--- src/hw/rtl/acs_ram.sv ---
module acs_ram #(
    parameter int WIDTH = 11,
    parameter int DEPTH = 16
) (
    input  logic                     clk,
    input  logic                     we,
    input  logic [$clog2(DEPTH)-1:0] waddr,
    input  logic [WIDTH-1:0]         wdata,
    input  logic                     rd_en,
    input  logic [$clog2(DEPTH)-1:0] raddr,
    output logic [WIDTH-1:0]         rdata
);

    logic [WIDTH-1:0] mem [DEPTH];

    always_ff @(posedge clk)
    begin
        if (we)
        begin
            mem[waddr] <= wdata;
        end
        if (rd_en)
        begin
            rdata <= mem[raddr];
        end
    end

endmodule

--- config.mk ---
export PLATFORM = sky130hd
export DESIGN_NAME = acs_ram
export DESIGN_NICKNAME = d
export VERILOG_FILES = /design/src/hw/rtl/acs_ram.sv
export SDC_FILE = /design/constraint.sdc
export NUM_CORES = 1
export LEC_CHECK = 0
export ABC_AREA = 1
export BUFFER_PORTS_ARGS = -buffer_cell sky130_fd_sc_hd__buf_4
export CAP_MARGIN = 20
export CORE_MARGIN = 2
export CORE_UTILIZATION = 60
export CTS_CLUSTER_DIAMETER = 30
export CTS_CLUSTER_SIZE = 25
export DETAILED_ROUTE_END_ITERATION = 8
export PLACE_DENSITY = 0.78
export SLEW_MARGIN = 20
export SYNTH_ARGS = -nofsm -noshare
export SYNTH_HDL_FRONTEND = slang
export SYNTH_SLANG_ARGS = --single-unit
--- constraint.sdc ---
create_clock -name clk -period 1.6 [get_ports clk]
set_clock_uncertainty 0.05 [all_clocks]
set_input_delay 0.32 -clock clk [delete_from_list [all_inputs] [get_ports clk]]
set_output_delay 0.32 -clock clk [all_outputs]
set_load 0.05 [all_outputs]
==> results.sh, run 1 <==
export IMPL_kind_of_start_point_of_the_critical_path="flop"
export IMPL_critical_path_peak_fanout=1
export IMPL_rrSetupSlack_ns=0.41
export IMPL_rsz0062_at_grt="no"
export IMPL_io_buffers=32
export IMPL_clock_power_share=0.381
export IMPL_grt_total_ovfl=0
export IMPL_final_antenna_diode_count=0
export IMPL_type_of_the_worst_min_delay_path="in -> reg"
export IMPL_tightestPinTransition_ns=0.431
export IMPL_yosys_area_share_simple=0.205
export IMPL_synth_yosys_seq_area_share=0.705
export IMPL_utilization=0.697
export IMPL_cts_resized_gates=0
export IMPL_n_fill_cell=891
export IMPL_post_route_min_period_ns=1.47
export IMPL_synth_distinct_cells=13
export IMPL_clkSlewWorstSetupHoldPaths_ns=0.07
export IMPL_routed_wirelength_mm=17.5
export IMPL_synth_yosys_warnings=0
export IMPL_finalMaxSlewViolations=0
export IMPL_report_final_setup_viol=0
export IMPL_cts_inserted_buffers=17
export IMPL_yosys_area_share_adder=0
export IMPL_synth_area_per_cell_um2=10.7
export IMPL_rr_worst_depth=6
export IMPL_floorplan_die_height_um=119
export IMPL_r2r_end="rdata[7]$_DFFE_PP_"
export IMPL_switching_component_of_the_power_w=0.00222
export IMPL_die_width_um=119
export IMPL_route_detailed_drc=0
export IMPL_global_route_usage_total=0.264
export IMPL_cts_repair_timing_setup_buffer_count=0
export IMPL_post_route_cells_drive_above_1_share=0.113
export IMPL_htreeDepth=4
export IMPL_number_of_global_route_vias_before_repair=5370
export IMPL_worstSetupEndpoint="rdata[6]"
export IMPL_grt_pass1_wl_mm=28.0
export IMPL_cts_hold_buffers=0
export IMPL_post_detailed_route_via_to_cell_ratio=5.43
export IMPL_area_growth_synth_to_final_pct=14.6
export IMPL_std_cell_rows=42
export IMPL_internal_power_w=0.00801
export IMPL_clock_sink_count=187
export IMPL_share_comb_of_total_power=0.076
export IMPL_ctsRootBufferMaster="sky130_fd_sc_hd__clkbuf_16"
export IMPL_fin_worst_hold_slack_ns=0.156
export IMPL_path_class="reg -> out"
export IMPL_layout_nets=819
export IMPL_starting_density=0.609
export IMPL_dr_total_vias=5343
export IMPL_synth_xor_area_share=0
export IMPL_cellPowerDensity_nw_per_um2=1120
export IMPL_cpLargestDelayFamily="flip-flops"
export IMPL_gp_routability_congestion=0.838
export IMPL_irDropWorstVdd_mv=0.755
export IMPL_drv_cap=0
export IMPL_critical_path_n_buffers_inverters=1
export IMPL_worst_skew_pair_late_latency_ns=0.43
export IMPL_worst_path_stages=1
export IMPL_rr_startpoint="mem[1][7]$_DFFE_PP_"
export IMPL_holdPathStages=1
export IMPL_grt_start_max_net_pins=45
export IMPL_dp_hpwl_mm=11.1
export IMPL_finalSetupTns_ns=0
export IMPL_detail_route_first_pass_iterations=5
export IMPL_overall_power_of_the_completed_layout_w=0.0102
export IMPL_wire_per_inst_um=17.8
export IMPL_slew_headroom=0.712
export IMPL_timing_critical_path_arrival_ns=1.10
export IMPL_yosys_mux_area_fraction=0
export IMPL_critical_path_max_stage_delay_ns=0.45
export IMPL_io_pins=33
export IMPL_seqPwrFrac=0.543
export IMPL_syn_cell_area_um2=7960
export IMPL_route_antenna_remaining_nets=0
export IMPL_cts_tree="yes"
export IMPL_main_combinational_cell_family_by_area_after_synthesis="simple AND/OR/NAND/NOR gates"
export IMPL_final_min_period_over_clock_period=0.921
export IMPL_placeableCoreArea_um2=13100
export IMPL_p_sw_frac=0.217
export IMPL_syn_instance_count=747
export IMPL_mappedNetlistNets=769
export IMPL_timing_hold_violations_final=0
export IMPL_cp_data_required_time_ns=1.23
export IMPL_fp_dieArea_um2=14200
export IMPL_max_clock_path_buffers=2
export IMPL_p_leak_nw=3.94
export IMPL_timing_critical_path_cells="buf_4"
export IMPL_ys_ff_latch=187
export IMPL_critPathCaptureType="primary output"
export IMPL_outcome="completed"
export IMPL_initialDrtViolationCount=603
export IMPL_cp_startpoint="rdata[6]$_DFFE_PP_"
export IMPL_cpMaxStageDelayCell="sky130_fd_sc_hd__edfxtp_1"
export IMPL_maxClockFrequency_ghz=0.678
export IMPL_synth_compound_area_frac=0
export IMPL_number_of_antenna_violations_at_the_first_check_in_global_routing=0
synthesized netlist by cell type (all sizes together):
| library cell | count | area share |
|---|---|---|
| clkbuf | 5 | 0.0024 |
| nand3b | 2 | 0.0019 |
| nor2 | 17 | 0.0080 |
| inv | 138 | 0.065 |
| nand3 | 133 | 0.084 |
| nand2 | 236 | 0.11 |
| buf | 29 | 0.022 |
| edfxtp | 187 | 0.71 |
power groups by stage:
stage,Sequential (W),Combinational (W),Clock (W)
6_report,0.00555,0.000781,0.00390
5_1_grt,0.00556,0.000853,0.00410
4_1_cts,0.00555,0.000782,0.00393
3_5_place_dp,0.00566,0.000774,0
3_3_place_gp,0.00565,0.000751,0
2_1_floorplan,0.00573,0.000371,0
per-stage QoR:
stage	setup WS [ns]	instance area, um2	instances
final	0.126	9130	984
after floorplan	0.147	7960	747
after detailed placement	0.0641	8590	954
after global routing	0.105	9130	984
after global placement	0.0683	8590	954
after CTS	0.133	9130	984
worst min path at each step:
stage | from | endpoint | slack, ns
floorplan | wdata[0] | mem[0][0]$_DFFE_PP_ | 0.37
detailed placement | wdata[8] | mem[5][8]$_DFFE_PP_ | 0.59
CTS | wdata[8] | mem[1][8]$_DFFE_PP_ | 0.15
global placement | wdata[8] | mem[5][8]$_DFFE_PP_ | 0.58
global route | wdata[8] | mem[1][8]$_DFFE_PP_ | 0.16
finish | wdata[10] | mem[10][10]$_DFFE_PP_ | 0.16
final cells by class:
type | count | area (um2) | share of cell area
inverter | 138 | 520 | 0.0570
tap | 176 | 220 | 0.0241
timing repair buffer | 65 | 601 | 0.0658
clock buffer | 19 | 433 | 0.0474
multi-input combinational | 388 | 1630 | 0.179
clock inverter | 11 | 105 | 0.0115
sequential | 187 | 5620 | 0.615
routing by layer:
metal | share of wire | vias to the layer above | GRT usage
met5 | 0 | - | 0
li1 | - | 2511 | -
met3 | 0.089 | 43 | 0.0623
met4 | 0.026 | 0 | 0.109
met2 | 0.49 | 282 | 0.422
met1 | 0.40 | 2507 | 0.350
registers in the layout, summed over array words and instances (netlist names):
name   cells
mem      176
rdata     11
layout by cell type (no fill, tap or decap):
cell	instances
sky130_fd_sc_hd__clkbuf_16	17
sky130_fd_sc_hd__nand3b_1	2
sky130_fd_sc_hd__clkbuf_1	2
sky130_fd_sc_hd__nand3_1	133
sky130_fd_sc_hd__nand2_1	236
sky130_fd_sc_hd__nor2_1	17
sky130_fd_sc_hd__clkinv_1	4
sky130_fd_sc_hd__buf_4	56
sky130_fd_sc_hd__inv_1	136
sky130_fd_sc_hd__inv_2	1
sky130_fd_sc_hd__edfxtp_1	187
sky130_fd_sc_hd__inv_4	1
sky130_fd_sc_hd__buf_12	9
sky130_fd_sc_hd__clkinv_2	3
sky130_fd_sc_hd__bufinv_16	2
sky130_fd_sc_hd__clkinvlp_4	2
cells by family after synthesis:
| group | after synthesis |
|---|---|
| buffers and inverters | 172 |
| flip-flops | 187 |
| AND/OR/NAND/NOR | 388 |
Power figures use the tool's default switching activity.
==> run 2, diff against run 1 <==
- clock period: 1.6 -> 1.57 ns (I/O delays scaled with it)
==> results.sh, run 2 (synthesized netlist as in run 1, its figures left out) <==
export IMPL_cts_resized_gates=0
export IMPL_irDropWorstVdd_mv=0.779
export IMPL_report_final_setup_viol=0
export IMPL_dr_total_vias=5356
export IMPL_top_register="mem"
export IMPL_ctsRootBufferMaster="sky130_fd_sc_hd__clkbuf_16"
export IMPL_cts_repair_timing_setup_buffer_count=0
export IMPL_clock_sink_count=187
export IMPL_path_class="reg -> out"
export IMPL_area_growth_synth_to_final_pct=14.9
export IMPL_endpoint_of_the_worst_hold_path="mem[5][8]$_DFFE_PP_"
export IMPL_post_detailed_route_via_to_cell_ratio=5.44
export IMPL_critPathCaptureType="primary output"
export IMPL_holdPathStages=1
export IMPL_cts_hold_buffers=0
export IMPL_drv_cap=0
export IMPL_rrSetupSlack_ns=0.38
export IMPL_post_route_cells_drive_above_1_share=0.114
export IMPL_io_buffers=32
export IMPL_global_route_usage_total=0.266
export IMPL_placeableCoreArea_um2=13100
export IMPL_overall_power_of_the_completed_layout_w=0.0106
export IMPL_final_cell_count_no_fill=984
export IMPL_switching_component_of_the_power_w=0.00225
export IMPL_final_antenna_diode_count=0
export IMPL_seqPwrFrac=0.534
export IMPL_post_route_min_period_ns=1.45
export IMPL_fp_dieArea_um2=14200
export IMPL_cpLargestDelayFamily="flip-flops"
export IMPL_timing_hold_violations_final=0
export IMPL_cts_tree="yes"
export IMPL_outcome="completed"
export IMPL_grt_pass1_wl_mm=28.0
export IMPL_internal_power_w=0.00834
export IMPL_share_comb_of_total_power=0.075
export IMPL_max_clock_path_buffers=2
export IMPL_p_sw_frac=0.213
export IMPL_maxClockFrequency_ghz=0.688
export IMPL_number_of_antenna_violations_at_the_first_check_in_global_routing=0
export IMPL_mostFrequentLayoutCells="sky130_fd_sc_hd__nand2_1 (236), sky130_fd_sc_hd__edfxtp_1 (187), sky130_fd_sc_hd__inv_1 (136), sky130_fd_sc_hd__nand3_1 (133), sky130_fd_sc_hd__buf_4 (56)"
export IMPL_starting_density=0.609
export IMPL_layout_nets=819
export IMPL_dp_hpwl_mm=11.2
export IMPL_finalWorstSetupSlack_ns=0.117
export IMPL_final_min_period_over_clock_period=0.926
export IMPL_timing_critical_path_cells="buf_4"
export IMPL_floorplan_die_height_um=119
export IMPL_worst_skew_pair_late_latency_ns=0.43
export IMPL_grt_total_ovfl=0
export IMPL_type_of_the_worst_min_delay_path="in -> reg"
export IMPL_clock_power_share=0.391
export IMPL_tightestPinTransition_ns=0.424
export IMPL_wire_per_inst_um=17.8
export IMPL_timing_critical_path_arrival_ns=1.09
export IMPL_rr_worst_depth=6
export IMPL_finalSetupTns_ns=0
export IMPL_dpl_cell_count=954
export IMPL_clkSlewWorstSetupHoldPaths_ns=0.06
export IMPL_cts_inserted_buffers=17
export IMPL_cellPowerDensity_nw_per_um2=1160
export IMPL_finalMaxSlewViolations=0
export IMPL_slew_headroom=0.717
export IMPL_r2r_end="rdata[7]$_DFFE_PP_"
export IMPL_route_detailed_drc=0
export IMPL_critical_path_n_buffers_inverters=1
export IMPL_number_of_global_route_vias_before_repair=5235
export IMPL_largest_register_ffs=176
export IMPL_routed_wirelength_mm=17.5
export IMPL_htreeDepth=4
export IMPL_n_fill_cell=910
export IMPL_die_width_um=119
export IMPL_detail_route_first_pass_iterations=5
export IMPL_io_pins=33
export IMPL_critical_path_peak_fanout=1
export IMPL_initialDrtViolationCount=637
export IMPL_rr_startpoint="mem[1][7]$_DFFE_PP_"
export IMPL_grt_start_max_net_pins=45
export IMPL_largest_registers="mem: 176 flops, rdata: 11 flops"
export IMPL_cpMaxStageDelayCell="sky130_fd_sc_hd__edfxtp_1"
export IMPL_hold_start="wdata[8]"
export IMPL_p_leak_nw=3.96
export IMPL_critical_path_max_stage_delay_ns=0.44
export IMPL_std_cell_rows=42
export IMPL_gp_routability_congestion=0.839
export IMPL_place_worst_setup_slack_ns=0.0282
export IMPL_layout_commonest_cell="sky130_fd_sc_hd__nand2_1"
export IMPL_rsz0062_at_grt="no"
export IMPL_cp_data_required_time_ns=1.21
export IMPL_route_antenna_remaining_nets=0
export IMPL_kind_of_start_point_of_the_critical_path="flop"
run 2: worst max path at each step:
stage	start	to	slack (ns)	cells after the start
5_1_grt	rdata[6]$_DFFE_PP_	rdata[6]	0.09	1
6_report	rdata[6]$_DFFE_PP_	rdata[6]	0.12	1
4_1_cts	rdata[6]$_DFFE_PP_	rdata[6]	0.10	1
3_3_place_gp	raddr[0]	rdata[7]$_DFFE_PP_	0.04	8
2_1_floorplan	waddr[2]	mem[10][0]$_DFFE_PP_	0.12	2
3_5_place_dp	raddr[0]	rdata[5]$_DFFE_PP_	0.03	8
run 2: metrics by stage:
stage               hold WS, ns   util  instance area [um2]
global placement          0.574  0.656                 8590
finish                    0.151  0.699                 9150
CTS                       0.138  0.699                 9150
global route              0.163  0.699                 9150
floorplan                 0.363      -                 7960
detailed placement        0.584  0.656                 8590
run 2: per-layer routing:
layer / share of wire / track usage / vias to the layer above / wire length (um)
li1: - / - / 2510 / -
met1: 0.41 / 0.368 / 2566 / 7110
met2: 0.49 / 0.426 / 254 / 8630
met3: 0.082 / 0.0522 / 26 / 1430
met4: 0.017 / 0.0930 / 0 / 305
met5: 0 / 0 / - / 0
run 2: power by group through the flow:
stage          combinational (W)  clock (W)  sequential, W
2_1_floorplan           0.000378          0        0.00584
6_report                0.000795    0.00414        0.00566
4_1_cts                 0.000793    0.00418        0.00566
3_5_place_dp            0.000789          0        0.00576
3_3_place_gp            0.000766          0        0.00576
5_1_grt                 0.000868    0.00437        0.00566
run 2: cell type report:
| cell class | count | area (um2) | area share |
|---|---|---|---|
| clock buffers | 20 | 437 | 0.0477 |
| inverters | 138 | 520 | 0.0569 |
| well taps | 176 | 220 | 0.0241 |
| repair buffers | 65 | 601 | 0.0656 |
| flip-flops and latches | 187 | 5620 | 0.614 |
| multi-input cells | 388 | 1630 | 0.178 |
| clock inverters | 10 | 126 | 0.0138 |
==> run 3, diff against run 2 <==
- REMOVE_ABC_BUFFERS: not set -> 1
==> results.sh, run 3 (synthesized netlist as in run 1, its figures left out) <==
export IMPL_outcome="completed"
export IMPL_grt_start_max_net_pins=51
export IMPL_placedInstanceArea_um2=8630
export IMPL_max_clock_path_buffers=2
export IMPL_io_buffers=32
export IMPL_final_min_period_over_clock_period=0.928
export IMPL_placeableCoreArea_um2=13100
export IMPL_cpMaxStageDelayCell="sky130_fd_sc_hd__edfxtp_1"
export IMPL_cellPowerDensity_nw_per_um2=1130
export IMPL_std_cell_rows=42
export IMPL_maxClockFrequency_ghz=0.687
export IMPL_overall_power_of_the_completed_layout_w=0.0103
export IMPL_final_cell_area_um2=9150
export IMPL_ctsRootBufferMaster="sky130_fd_sc_hd__clkbuf_16"
export IMPL_utilization=0.699
export IMPL_cts_hold_buffers=0
export IMPL_irDropWorstVdd_mv=1.22
export IMPL_post_route_min_period_ns=1.46
export IMPL_critical_path_n_buffers_inverters=1
export IMPL_post_detailed_route_via_to_cell_ratio=5.41
export IMPL_clock_sink_count=187
export IMPL_grt_pass1_wl_mm=28.0
export IMPL_timing_critical_path_arrival_ns=1.09
export IMPL_global_route_usage_total=0.269
export IMPL_timing_critical_path_cells="buf_4"
export IMPL_critPathCaptureType="primary output"
export IMPL_final_antenna_diode_count=0
export IMPL_worst_skew_pair_late_latency_ns=0.43
export IMPL_cts_resized_gates=0
export IMPL_largest_registers="mem: 176 flops, rdata: 11 flops"
export IMPL_route_detailed_drc=0
export IMPL_tightestPinTransition_ns=0.493
export IMPL_p_leak_nw=3.96
export IMPL_area_growth_synth_to_final_pct=14.8
export IMPL_largest_register_ffs=176
export IMPL_type_of_the_worst_min_delay_path="in -> reg"
export IMPL_detail_route_first_pass_iterations=5
export IMPL_cts_tree="yes"
export IMPL_critical_path_max_stage_delay_ns=0.44
export IMPL_cp_data_required_time_ns=1.21
export IMPL_top_register="mem"
export IMPL_timing_hold_violations_final=0
export IMPL_number_of_global_route_vias_before_repair=5319
export IMPL_starting_density=0.609
export IMPL_io_pins=33
export IMPL_cpLargestDelayFamily="flip-flops"
export IMPL_die_width_um=119
export IMPL_rr_worst_depth=6
export IMPL_grt_total_ovfl=0
export IMPL_dr_total_vias=5371
export IMPL_clkSlewWorstSetupHoldPaths_ns=0.06
export IMPL_critical_path_peak_fanout=1
export IMPL_report_final_setup_viol=0
export IMPL_worst_path_stages=1
export IMPL_cts_repair_timing_setup_buffer_count=0
export IMPL_fp_dieArea_um2=14200
export IMPL_slew_headroom=0.671
export IMPL_initialDrtViolationCount=553
export IMPL_kind_of_start_point_of_the_critical_path="flop"
export IMPL_routed_wirelength_mm=18.0
export IMPL_number_of_antenna_violations_at_the_first_check_in_global_routing=0
export IMPL_holdPathStages=1
export IMPL_floorplan_die_height_um=119
export IMPL_layout_nets=826
export IMPL_dp_hpwl_mm=11.2
export IMPL_htreeDepth=4
export IMPL_wire_per_inst_um=18.1
export IMPL_route_antenna_remaining_nets=0
export IMPL_path_class="reg -> out"
export IMPL_cts_inserted_buffers=17
export IMPL_finalMaxSlewViolations=0
export IMPL_layout_commonest_cell="sky130_fd_sc_hd__nand2_1"
export IMPL_rsz0062_at_grt="no"
export IMPL_drv_cap=0
export IMPL_gp_routability_congestion=0.870
export IMPL_post_route_cells_drive_above_1_share=0.120
export IMPL_mostFrequentLayoutCells="sky130_fd_sc_hd__nand2_1 (236), sky130_fd_sc_hd__edfxtp_1 (187), sky130_fd_sc_hd__inv_1 (136), sky130_fd_sc_hd__nand3_1 (133), sky130_fd_sc_hd__buf_4 (64)"
export IMPL_finalSetupTns_ns=0
## run 3: layer usage
| layer | track usage | vias to the layer above | share of wire |
|---|---|---|---|
| met3 | 0.0512 | 37 | 0.068 |
| li1 | - | 2532 | - |
| met4 | 0.109 | 0 | 0.024 |
| met1 | 0.335 | 2573 | 0.39 |
| met5 | 0 | - | 0 |
| met2 | 0.464 | 229 | 0.52 |
## run 3: final timing paths
check	from	end	slack, ns
min	wdata[10]	mem[4][10]$_DFFE_PP_	0.15
max reg2reg	mem[7][2]$_DFFE_PP_	rdata[2]$_DFFE_PP_	0.38
min reg2reg	mem[5][8]$_DFFE_PP_	rdata[8]$_DFFE_PP_	0.70
max	rdata[8]$_DFFE_PP_	rdata[8]	0.11
## run 3: cell type report
| cell class | instances | area [um2] |
|---|---|---|
| multi-input cells | 388 | 1630 |
| clock buffers | 21 | 440 |
| inverters | 138 | 520 |
| well taps | 176 | 220 |
| flip-flops and latches | 187 | 5620 |
| clock inverters | 10 | 77.6 |
| repair buffers | 72 | 641 |
| fillers | 909 | 3940 |
## run 3: per-stage QoR
| step | std cells | worst slack, ns | hold WS [ns] |
|---|---|---|---|
| 6_report | 992 | 0.113 | 0.154 |
| 5_1_grt | 992 | 0.0742 | 0.158 |
| 4_1_cts | 992 | 0.102 | 0.141 |
| 3_5_place_dp | 961 | 0.0542 | 0.587 |
| 3_3_place_gp | 961 | 0.101 | 0.579 |
| 2_1_floorplan | 713 | 0.123 | 0.363 |
## run 3: report_power, final
group	internal, W	leakage, nW	total, W	switching (W)
clock network	0.00215	0.253	0.00383	0.00169
logic	0.000254	2.01	0.000796	0.000542
registers	0.00562	1.70	0.00566	0.0000362
