### src/hw/rtl/acs_pkg.sv
package acs_pkg;

    localparam int CP_W     = 21;
    localparam int LETTER_W = 6;
    localparam int MARK_W   = 11;
    localparam int MCNT_W   = 6;

    localparam logic [CP_W-1:0] CP_FIRST_LETTER = 21'h000621;
    localparam logic [CP_W-1:0] CP_LAST_LETTER  = 21'h00064A;
    localparam logic [CP_W-1:0] CP_TATWEEL      = 21'h000640;
    localparam logic [CP_W-1:0] CP_ALEF_MADDA   = 21'h000622;
    localparam logic [CP_W-1:0] CP_ALEF_HAMZA_A = 21'h000623;
    localparam logic [CP_W-1:0] CP_ALEF_HAMZA_B = 21'h000625;
    localparam logic [CP_W-1:0] CP_ALEF         = 21'h000627;
    localparam logic [15:0]     LIG_MADDA       = 16'hFEF5;
    localparam logic [15:0]     LIG_HAMZA_A     = 16'hFEF7;
    localparam logic [15:0]     LIG_HAMZA_B     = 16'hFEF9;
    localparam logic [15:0]     LIG_ALEF        = 16'hFEFB;
    localparam logic [LETTER_W-1:0] LAM_INDEX   = 6'h23;

    typedef enum logic [2:0] {
        JC_U = 3'd0,
        JC_D = 3'd1,
        JC_R = 3'd2,
        JC_C = 3'd3,
        JC_T = 3'd4
    } jclass_t;

    typedef struct packed {
        logic              lead_valid;
        logic [CP_W-1:0]   lead_code;
        logic [MCNT_W-1:0] mark_count;
        logic              mark_bank;
        logic              tail_valid;
        logic [CP_W-1:0]   tail_code;
        logic              dropped;
        logic              text_end;
    } shp_cmd_t;

    typedef struct packed {
        logic release_done;
        logic bank;
    } bank_stat_t;

    function automatic logic [15:0] letter_iso(input logic [LETTER_W-1:0] idx);
        logic [15:0] iso;
        unique case (idx)
            6'd0:  iso = 16'hFE80;
            6'd1:  iso = 16'hFE81;
            6'd2:  iso = 16'hFE83;
            6'd3:  iso = 16'hFE85;
            6'd4:  iso = 16'hFE87;
            6'd5:  iso = 16'hFE89;
            6'd6:  iso = 16'hFE8D;
            6'd7:  iso = 16'hFE8F;
            6'd8:  iso = 16'hFE93;
            6'd9:  iso = 16'hFE95;
            6'd10: iso = 16'hFE99;
            6'd11: iso = 16'hFE9D;
            6'd12: iso = 16'hFEA1;
            6'd13: iso = 16'hFEA5;
            6'd14: iso = 16'hFEA9;
            6'd15: iso = 16'hFEAB;
            6'd16: iso = 16'hFEAD;
            6'd17: iso = 16'hFEAF;
            6'd18: iso = 16'hFEB1;
            6'd19: iso = 16'hFEB5;
            6'd20: iso = 16'hFEB9;
            6'd21: iso = 16'hFEBD;
            6'd22: iso = 16'hFEC1;
            6'd23: iso = 16'hFEC5;
            6'd24: iso = 16'hFEC9;
            6'd25: iso = 16'hFECD;
            6'd32: iso = 16'hFED1;
            6'd33: iso = 16'hFED5;
            6'd34: iso = 16'hFED9;
            6'd35: iso = 16'hFEDD;
            6'd36: iso = 16'hFEE1;
            6'd37: iso = 16'hFEE5;
            6'd38: iso = 16'hFEE9;
            6'd39: iso = 16'hFEED;
            6'd40: iso = 16'hFEEF;
            6'd41: iso = 16'hFEF1;
            default: iso = 16'h0000;
        endcase
        return iso;
    endfunction

    function automatic jclass_t letter_cls(input logic [LETTER_W-1:0] idx);
        jclass_t cls;
        unique case (idx)
            6'd1, 6'd2, 6'd3, 6'd4, 6'd6, 6'd8,
            6'd14, 6'd15, 6'd16, 6'd17, 6'd39, 6'd40: cls = JC_R;
            6'd5, 6'd7, 6'd9, 6'd10, 6'd11, 6'd12, 6'd13,
            6'd18, 6'd19, 6'd20, 6'd21, 6'd22, 6'd23, 6'd24, 6'd25,
            6'd32, 6'd33, 6'd34, 6'd35, 6'd36, 6'd37, 6'd38, 6'd41: cls = JC_D;
            default: cls = JC_U;
        endcase
        return cls;
    endfunction

    function automatic logic is_mark(input logic [CP_W-1:0] c);
        return (c >= 21'h00064B && c <= 21'h00065F) || c == 21'h000670 ||
               (c >= 21'h0006D6 && c <= 21'h0006DC) ||
               (c >= 21'h0006DF && c <= 21'h0006E4) ||
               c == 21'h0006E7 || c == 21'h0006E8 ||
               (c >= 21'h0006EA && c <= 21'h0006ED);
    endfunction

    function automatic jclass_t class_of(input logic [CP_W-1:0] c);
        logic [CP_W-1:0] off;
        jclass_t         cls;
        off = c - CP_FIRST_LETTER;
        if (is_mark(c))
            cls = JC_T;
        else if (c == CP_TATWEEL)
            cls = JC_C;
        else if (c >= CP_FIRST_LETTER && c <= CP_LAST_LETTER)
            cls = letter_cls(off[LETTER_W-1:0]);
        else
            cls = JC_U;
        return cls;
    endfunction

    function automatic logic [CP_W-1:0] pick_form(input logic [LETTER_W-1:0] idx,
                                                  input logic joins_back,
                                                  input logic after);
        logic [15:0] iso;
        jclass_t     cls;
        logic [1:0]  off;
        iso = letter_iso(idx);
        cls = letter_cls(idx);
        off = 2'd0;
        if (cls == JC_D)
            off = {after, joins_back};
        else if (cls == JC_R && joins_back && !after)
            off = 2'd1;
        return CP_W'(iso + 16'(off));
    endfunction

    function automatic logic [CP_W-1:0] lig_of(input logic [CP_W-1:0] c,
                                               input logic joins_back);
        logic [15:0] base;
        unique case (c)
            CP_ALEF_MADDA:   base = LIG_MADDA;
            CP_ALEF_HAMZA_A: base = LIG_HAMZA_A;
            CP_ALEF_HAMZA_B: base = LIG_HAMZA_B;
            CP_ALEF:         base = LIG_ALEF;
            default:         base = 16'h0000;
        endcase
        return (base == 16'h0000) ? '0 : CP_W'(base + 16'(joins_back));
    endfunction

endpackage

### src/hw/rtl/acs_cmd_fifo.sv
module acs_cmd_fifo
    import acs_pkg::*;
(
    input  logic     clk,
    input  logic     rst_n,
    input  logic     push,
    input  shp_cmd_t push_cmd,
    output logic     full,
    input  logic     pop,
    output shp_cmd_t head,
    output logic     empty
);

    shp_cmd_t   slot_reg [2];
    logic       wr_ptr_reg, wr_ptr_next;
    logic       rd_ptr_reg, rd_ptr_next;
    logic [1:0] cnt_reg, cnt_next;

    always_comb
    begin
        full        = (cnt_reg == 2'd2);
        empty       = (cnt_reg == 2'd0);
        head        = slot_reg[rd_ptr_reg];
        wr_ptr_next = push ? !wr_ptr_reg : wr_ptr_reg;
        rd_ptr_next = pop ? !rd_ptr_reg : rd_ptr_reg;
        cnt_next    = cnt_reg + 2'(push) - 2'(pop);
    end

    always_ff @(posedge clk)
    begin
        if (push)
        begin
            slot_reg[wr_ptr_reg] <= push_cmd;
        end
    end

    always_ff @(posedge clk or negedge rst_n)
    begin
        if (!rst_n)
        begin
            wr_ptr_reg <= 1'b0;
            rd_ptr_reg <= 1'b0;
            cnt_reg    <= '0;
        end
        else
        begin
            wr_ptr_reg <= wr_ptr_next;
            rd_ptr_reg <= rd_ptr_next;
            cnt_reg    <= cnt_next;
        end
    end

    a_no_overflow: assert property (@(posedge clk) disable iff (!rst_n)
        push |-> (!full || pop))
        else $error("command queue overflow");

endmodule

### config.mk
export PLATFORM = sky130hd
export DESIGN_NAME = acs_cmd_fifo
export DESIGN_NICKNAME = d
export VERILOG_FILES = /design/src/hw/rtl/acs_pkg.sv /design/src/hw/rtl/acs_cmd_fifo.sv
export SDC_FILE = /design/constraint.sdc
export NUM_CORES = 1
export LEC_CHECK = 0
export ABC_AREA = 1
export ABC_CLOCK_PERIOD_IN_PS = 8000
export BUFFER_PORTS_ARGS = -buffer_cell sky130_fd_sc_hd__buf_4
export CELL_PAD_IN_SITES_DETAIL_PLACEMENT = 1
export CELL_PAD_IN_SITES_GLOBAL_PLACEMENT = 1
export CORE_MARGIN = 2
export CORE_UTILIZATION = 30
export CTS_CLUSTER_SIZE = 16
export DETAILED_ROUTE_END_ITERATION = 7
export GPL_TIMING_DRIVEN = 0
export HOLD_SLACK_MARGIN = 0.1
export PLACE_DENSITY = 0.72
export SETUP_SLACK_MARGIN = 0.4
export SYNTH_ARGS = -nofsm -noshare
export SYNTH_HDL_FRONTEND = slang
export SYNTH_SLANG_ARGS = --single-unit
### constraint.sdc
create_clock -name clk -period 8 [get_ports clk]
set_input_delay 0.8 -clock clk [delete_from_list [all_inputs] [get_ports clk]]
set_output_delay 0.8 -clock clk [all_outputs]
set_load 0.02 [all_outputs]
==> out/summary.json, run 1 <==
{
  "number_of_cell_rows": 43,
  "drive_above_1_share_pct": 34.6,
  "post_cts_resized": 0,
  "area_of_the_mapped_netlist_um2": 4180,
  "tritoncts.num_buffers": 9,
  "p_sw_share_pct": 34.4,
  "drt_iter0_drc": 116,
  "die-height_um": 122,
  "later_pin_clock_latency_in_the_skew_report_ns": 0.35,
  "rsz_0062_raised_after_global_routing": "false",
  "worst-setup-path-type": "register to output port",
  "start_util_pct": 30.4,
  "cts_hold_buffers": 0,
  "flip_flop_count_of_the_largest_register_all_copies_and_words_added": 106,
  "synthesis.yosys.warnings": 0,
  "power.leakage_uw": 0.00238,
  "n_antenna_cell": 0,
  "vdd_ir_drop_max_uv": 191,
  "hp-class": "primary input to asynchronous set/reset pin",
  "groute.usage.overall_pct": 12.4,
  "syn_to_final_growth_pct": 34.5,
  "placedInstanceArea_um2": 5290,
  "numPortBuffers": 111,
  "boundaryPins": 112,
  "cts.sink_count": 110,
  "antenna_left": 0,
  "status": "finished, final reports clean",
  "timing.critical_path.fanout_max": 10,
  "netlist.area_leader.share_pct": 76.1,
  "setup_viol": 0,
  "synth-seq-cells": 110,
  "fmax_mhz": 436,
  "grt_start_max_net_pins": 29,
  "pwr-share-comb_pct": 38.6,
  "finalInstanceArea_um2": 5630,
  "post_drt_wl_per_cell_um": 14.4,
  "synth_seq_area_share_pct": 78.5,
  "die_x_um": 122,
  "cts.htree.levels": 3,
  "p_sw_uw": 724,
  "reg2reg_setup_slack_ns": 6.28,
  "final_net_count": 485,
  "ys_top_cells_by_area": "sky130_fd_sc_hd__edfxtp_1 76%, sky130_fd_sc_hd__inv_1 5.4%, sky130_fd_sc_hd__nand2_1 5.3%",
  "buffers_inserted_by_post_cts_timing_repair": 0,
  "synth_cell_types": 15,
  "power_density_nw_per_um2": 374,
  "min_period_ns": 2.29,
  "end_kind": "output port",
  "regToRegStartpoint": "wr_ptr_reg",
  "post_synth.cell_area_avg_um2": 13.8,
  "worst-endpoint-required_ns": 7.20,
  "grt_antenna_before_repair": 0,
  "drc": 0,
  "die_area_um2": 14900,
  "final_min_period_over_clock_period_pct": 28.7,
  "routed_wirelength_mm": 8.81,
  "core-area_um2": 13800,
  "hold_slack_ns": 0.240,
  "power.internal_uw": 1380,
  "synth_fp_nets": 361,
  "worstPathArrival_ns": 1.49,
  "final_util_pct": 40.8,
  "slew-limit-headroom_pct": 43.3,
  "timing_max_transition_violations_final": 0,
  "worstSetupStartpoint": "rd_ptr_reg",
  "drtPass1Iterations": 4,
  "max-clock-path-buffers": 2,
  "clk_pwr_share_pct": 23.6,
  "gp_routability_congestion": 0.645,
  "detailedPlacementHpwl_mm": 6.38,
  "num_vias": 2622,
  "worst_slew_pin_slew_ns": 0.849,
  "final_setup_skew_ns": 0.00735,
  "clock_tree_from_tritoncts": "yes",
  "final-hold-violation-count": 0,
  "grt.overflow.total": 0,
  "startpoint_type": "register",
  "syn-instance-count": 302,
  "first_pass_grt_wire_length_mm": 13.8,
  "sequentialPowerShare_pct": 37.8,
  "ctsRootBufferMaster": "sky130_fd_sc_hd__clkbuf_16",
  "clk_pin_slew_worst_paths_ns": 0.07,
  "setup_total_negative_slack_ns": 0,
  "viasPerCell": 4.29,
  "synth_largest_area_cell": "sky130_fd_sc_hd__edfxtp_1",
  "cap_violations": 0,
  "first_global_vias": 2798
}
## synthesized netlist by cell type
| cell | number |
|---|---|
| sky130_fd_sc_hd__edfxtp_1 | 106 |
| sky130_fd_sc_hd__inv_1 | 60 |
| sky130_fd_sc_hd__nand2_1 | 59 |
| sky130_fd_sc_hd__o21ai_1 | 23 |
| sky130_fd_sc_hd__o21ai_0 | 22 |
| sky130_fd_sc_hd__o21ai_2 | 8 |
| sky130_fd_sc_hd__buf_2 | 6 |
| sky130_fd_sc_hd__buf_6 | 4 |
| sky130_fd_sc_hd__dfrtp_1 | 4 |
| sky130_fd_sc_hd__nor2_1 | 3 |
| sky130_fd_sc_hd__ha_1 | 2 |
| sky130_fd_sc_hd__xor2_1 | 2 |
| sky130_fd_sc_hd__buf_4 | 1 |
| sky130_fd_sc_hd__buf_8 | 1 |
| sky130_fd_sc_hd__nand3_1 | 1 |
## power groups by stage
| stage | clock network, uW | logic (uW) | registers (uW) |
|---|---|---|---|
| global placement | 0 | 807 | 814 |
| global route | 537 | 890 | 807 |
| detailed placement | 0 | 836 | 810 |
| finish | 497 | 812 | 796 |
| CTS | 514 | 838 | 798 |
| floorplan | 0 | 466 | 806 |
## kinds of logic after synthesis
kind of cell	Yosys count	share of synthesized area, %
and+or+nand+nor	63	5.69
buffers and inverters	72	7.72
DFF	110	78.5
xor gates and xnor gates	2	0.419
adders and majority gates	2	0.598
AOI/OAI and AO/OA	53	7.06
## critical path, stage by stage, from the launching register on
cell and delay [ns]:
sky130_fd_sc_hd__dfrtp_1 0.35, sky130_fd_sc_hd__buf_6 0.14, sky130_fd_sc_hd__buf_8 0.16, sky130_fd_sc_hd__buf_6 0.15, sky130_fd_sc_hd__nand2_1 0.07, sky130_fd_sc_hd__o21ai_1 0.11, sky130_fd_sc_hd__buf_4 0.17
## cell usage in the layout, fill, tap and decap left out
master                       count
sky130_fd_sc_hd__dfrtp_1         4
sky130_fd_sc_hd__o21ai_0        22
sky130_fd_sc_hd__nand3_1         1
sky130_fd_sc_hd__buf_12          2
sky130_fd_sc_hd__buf_6           4
sky130_fd_sc_hd__inv_2           1
sky130_fd_sc_hd__buf_4         112
sky130_fd_sc_hd__o21ai_2         8
sky130_fd_sc_hd__clkinv_1        2
sky130_fd_sc_hd__inv_1          59
sky130_fd_sc_hd__nand2_1        59
sky130_fd_sc_hd__o21ai_1        23
sky130_fd_sc_hd__edfxtp_1      106
sky130_fd_sc_hd__bufinv_16       3
sky130_fd_sc_hd__clkbuf_16       9
sky130_fd_sc_hd__nor2_1          2
sky130_fd_sc_hd__xor2_1          2
sky130_fd_sc_hd__buf_8           1
sky130_fd_sc_hd__clkinvlp_4      2
sky130_fd_sc_hd__nor2_4          1
sky130_fd_sc_hd__ha_1            2
sky130_fd_sc_hd__buf_2           6
## metrics by stage
stage,total power [uW],cells,setup slack (ns)
6_report,2100,611,5.71
5_1_grt,2230,611,5.60
4_1_cts,2150,611,5.64
3_5_place_dp,1650,595,5.73
3_3_place_gp,1620,593,2.94
2_1_floorplan,1270,302,4.47
## area by class of cell
class / count / area, um^2
fillers: 1475 / 8150
flip-flops and latches: 110 / 3280
repair buffers: 113 / 873
multi-input cells: 120 / 583
clock buffers: 9 / 225
inverters: 60 / 225
well taps: 180 / 225
clock inverters: 7 / 113
plain buffers: 12 / 97.6
## routing by layer
metal	track usage (%)	vias to the layer above	share of wire, %
met5	0	-	0
met1	14.2	1272	40
met2	20.7	80	50
met4	6.11	0	2.3
li1	-	1255	-
met3	4.54	15	7.7
## path summary, 6_finish.rpt
check / to / depth (start not counted)
min: rd_ptr_reg / 1
max in group asynchronous: cnt_reg[1] / 1
max: head[42] / 6
min reg2reg: wr_ptr_reg / 1
max reg2reg: slot_reg[0][49] / 2
min in group clk: wr_ptr_reg / 1
No activity file was read; power rests on OpenSTA's default activity.
==> run 2, diff against run 1 <==
Settings changed: ABC_CLOCK_PERIOD_IN_PS 8000 to 2200.
Clock period 8 ns to 2.2 ns, I/O delays scaled along.
==> run 2 against run 1 <==
  * Die area stayed put
  * Count of clock-buffer cells in the layout rose by 2
  * Worst setup slack worse by 5.3 ns
  * Highest routed layer unchanged
  * Non-clock buffer count grew 55
  * First-iteration DRC count fell by 24%
  * Critical path type is now register to register
  * Global-route usage up 1.7 points
  * Largest cell class unchanged
  * Critical endpoint is now slot_reg[1][0]
==> out/summary.json, run 2 (synthesized netlist as in run 1, its figures left out) <==
{
  "viasPerCell": 4.31,
  "setup_total_negative_slack_ns": 0,
  "vdd_ir_drop_max_uv": 616,
  "fmax_mhz": 559,
  "rsz_0062_raised_after_global_routing": "true",
  "flip_flop_count_of_the_largest_register_all_copies_and_words_added": 106,
  "slew-limit-headroom_pct": 45.2,
  "final_common_cell": "sky130_fd_sc_hd__buf_4",
  "gp_routability_congestion": 0.660,
  "die_x_um": 122,
  "clock_tree_from_tritoncts": "yes",
  "groute.usage.overall_pct": 14.1,
  "min_period_ns": 1.79,
  "final_min_period_over_clock_period_pct": 81.2,
  "min-delay-start": "push",
  "power.leakage_uw": 0.00258,
  "drt_iter0_drc": 88,
  "worst_r2r_path_depth": 2,
  "antenna_left": 0,
  "first_pass_grt_wire_length_mm": 15.6,
  "final_setup_skew_ns": 0.00567,
  "worstSetupStartpoint": "wr_ptr_reg",
  "setup_viol": 0,
  "first_global_vias": 3135,
  "timing.critical_path.fanout_max": 27,
  "buffers_inserted_by_post_cts_timing_repair": 0,
  "worst-endpoint-required_ns": 2.07,
  "clk_pin_slew_worst_paths_ns": 0.07,
  "worst-setup-path-type": "register to register",
  "final_cell_mix": "112 x sky130_fd_sc_hd__buf_4, 106 x sky130_fd_sc_hd__edfxtp_1, 59 x sky130_fd_sc_hd__inv_1, 59 x sky130_fd_sc_hd__nand2_1, 56 x sky130_fd_sc_hd__dlygate4sd3_1",
  "number_of_cell_rows": 43,
  "n_antenna_cell": 0,
  "worstHoldEndpoint": "cnt_reg[0]",
  "regToRegStartpoint": "wr_ptr_reg",
  "ctsRootBufferMaster": "sky130_fd_sc_hd__clkbuf_16",
  "die_area_um2": 14900,
  "cap_violations": 0,
  "dpl_worst_slack_ns": -0.0682,
  "max-clock-path-buffers": 2,
  "reg2reg_setup_slack_ns": 0.41,
  "num_vias": 2870,
  "numPortBuffers": 111,
  "start_util_pct": 30.4,
  "post_layout_nonfiller_instances": 666,
  "drtPass1Iterations": 4,
  "syn_to_final_growth_pct": 46.5,
  "grt_start_max_net_pins": 29,
  "end_kind": "register",
  "startpoint_type": "register",
  "placed_cells_incl_taps": 594,
  "boundaryPins": 112,
  "core-area_um2": 13800,
  "timing_max_transition_violations_final": 0,
  "p_total_uw": 7560,
  "final_net_count": 541,
  "detailedPlacementHpwl_mm": 6.23,
  "status": "finished, final reports clean",
  "worst_slew_pin_slew_ns": 0.820,
  "timing.hold.worst_path_depth": 2,
  "drc": 0,
  "post_drt_wl_per_cell_um": 15.0,
  "die-height_um": 122,
  "grt_antenna_before_repair": 0,
  "worstPathArrival_ns": 1.66,
  "cts.sink_count": 110,
  "final-hold-violation-count": 0,
  "later_pin_clock_latency_in_the_skew_report_ns": 0.34,
  "tritoncts.num_buffers": 9,
  "setup_ws_final_ns": 0.413,
  "hp-class": "primary input to register",
  "cts.htree.levels": 3,
  "routed_wirelength_mm": 10.0,
  "drive_above_1_share_pct": 30.5,
  "r2r_end": "slot_reg[1][0]",
  "power_density_nw_per_um2": 1230,
  "grt.overflow.total": 0
}
[run 2: cell count changes in the layout (fill, tap and decap cells not counted)]
| cell | before | now |
|---|---|---|
| sky130_fd_sc_hd__o21ai_0 | 22 | 20 |
| sky130_fd_sc_hd__bufinv_16 | 3 | 1 |
| sky130_fd_sc_hd__o21ai_1 | 23 | 25 |
| sky130_fd_sc_hd__dlygate4sd3_1 | 0 | 56 |
| sky130_fd_sc_hd__clkinv_4 | 0 | 1 |
| sky130_fd_sc_hd__clkbuf_1 | 0 | 2 |
| sky130_fd_sc_hd__clkinv_1 | 2 | 0 |
| sky130_fd_sc_hd__inv_2 | 1 | 0 |
| sky130_fd_sc_hd__buf_8 | 1 | 0 |
| sky130_fd_sc_hd__clkinv_2 | 0 | 2 |
[run 2: repair_timing]
action	in CTS	in global routing
hold buffers	56	0
pin swaps	0	1
endpoints found under the hold margin	112	0
setup endpoints to repair	53	87
resized for setup	1	3
gates cloned	1	0
[run 2: power by group]
| part | switching [uW] | internal, uW |
|---|---|---|
| registers | 115 | 2790 |
| logic | 1890 | 1190 |
| clock network | 693 | 876 |
[run 2: cell type report]
cell class | instances | area [um^2]
Buffer | 12 | 103
Fill cell | 1450 | 7650
Sequential cell | 110 | 3280
Tap cell | 180 | 225
Timing Repair inverter | 1 | 7.51
Timing Repair Buffer | 168 | 1410
Multi-Input combinational cell | 120 | 583
Inverter | 60 | 229
Clock buffer | 11 | 233
Clock inverter | 4 | 48.8
[run 2: critical path, stage by stage, from the launching register on]
cell                         delay (ns)
sky130_fd_sc_hd__dfrtp_1           0.43
sky130_fd_sc_hd__nand2_1           0.24
sky130_fd_sc_hd__clkinvlp_4        0.62
[run 2: through the flow]
| stage | utilization (%) | hold WS (ns) | area, um^2 |
|---|---|---|---|
| 3_3_place_gp | 38.1 | 0.0205 | 5250 |
| 6_report | 44.5 | 0.142 | 6130 |
| 5_1_grt | 44.5 | 0.143 | 6130 |
| 2_1_floorplan | - | -0.0756 | 4190 |
| 4_1_cts | 44.4 | 0.121 | 6120 |
| 3_5_place_dp | 38.3 | 0.0244 | 5270 |
[run 2: worst max path at each step]
| stage | endpoint | slack, ns |
|---|---|---|
| floorplan | slot_reg[1][0] | 0.54 |
| global placement | slot_reg[1][50] | -0.002 |
| detailed placement | slot_reg[1][45] | -0.07 |
| CTS | slot_reg[1][0] | 0.36 |
| global route | slot_reg[1][0] | 0.27 |
| finish | slot_reg[1][0] | 0.41 |
[run 2: layer usage]
layer	vias to the layer above	wire length, um	track usage [%]
li1	1371	-	-
met1	1407	4070	15.5
met2	78	5300	26.0
met3	14	446	3.46
met4	0	188	5.75
met5	-	0	0
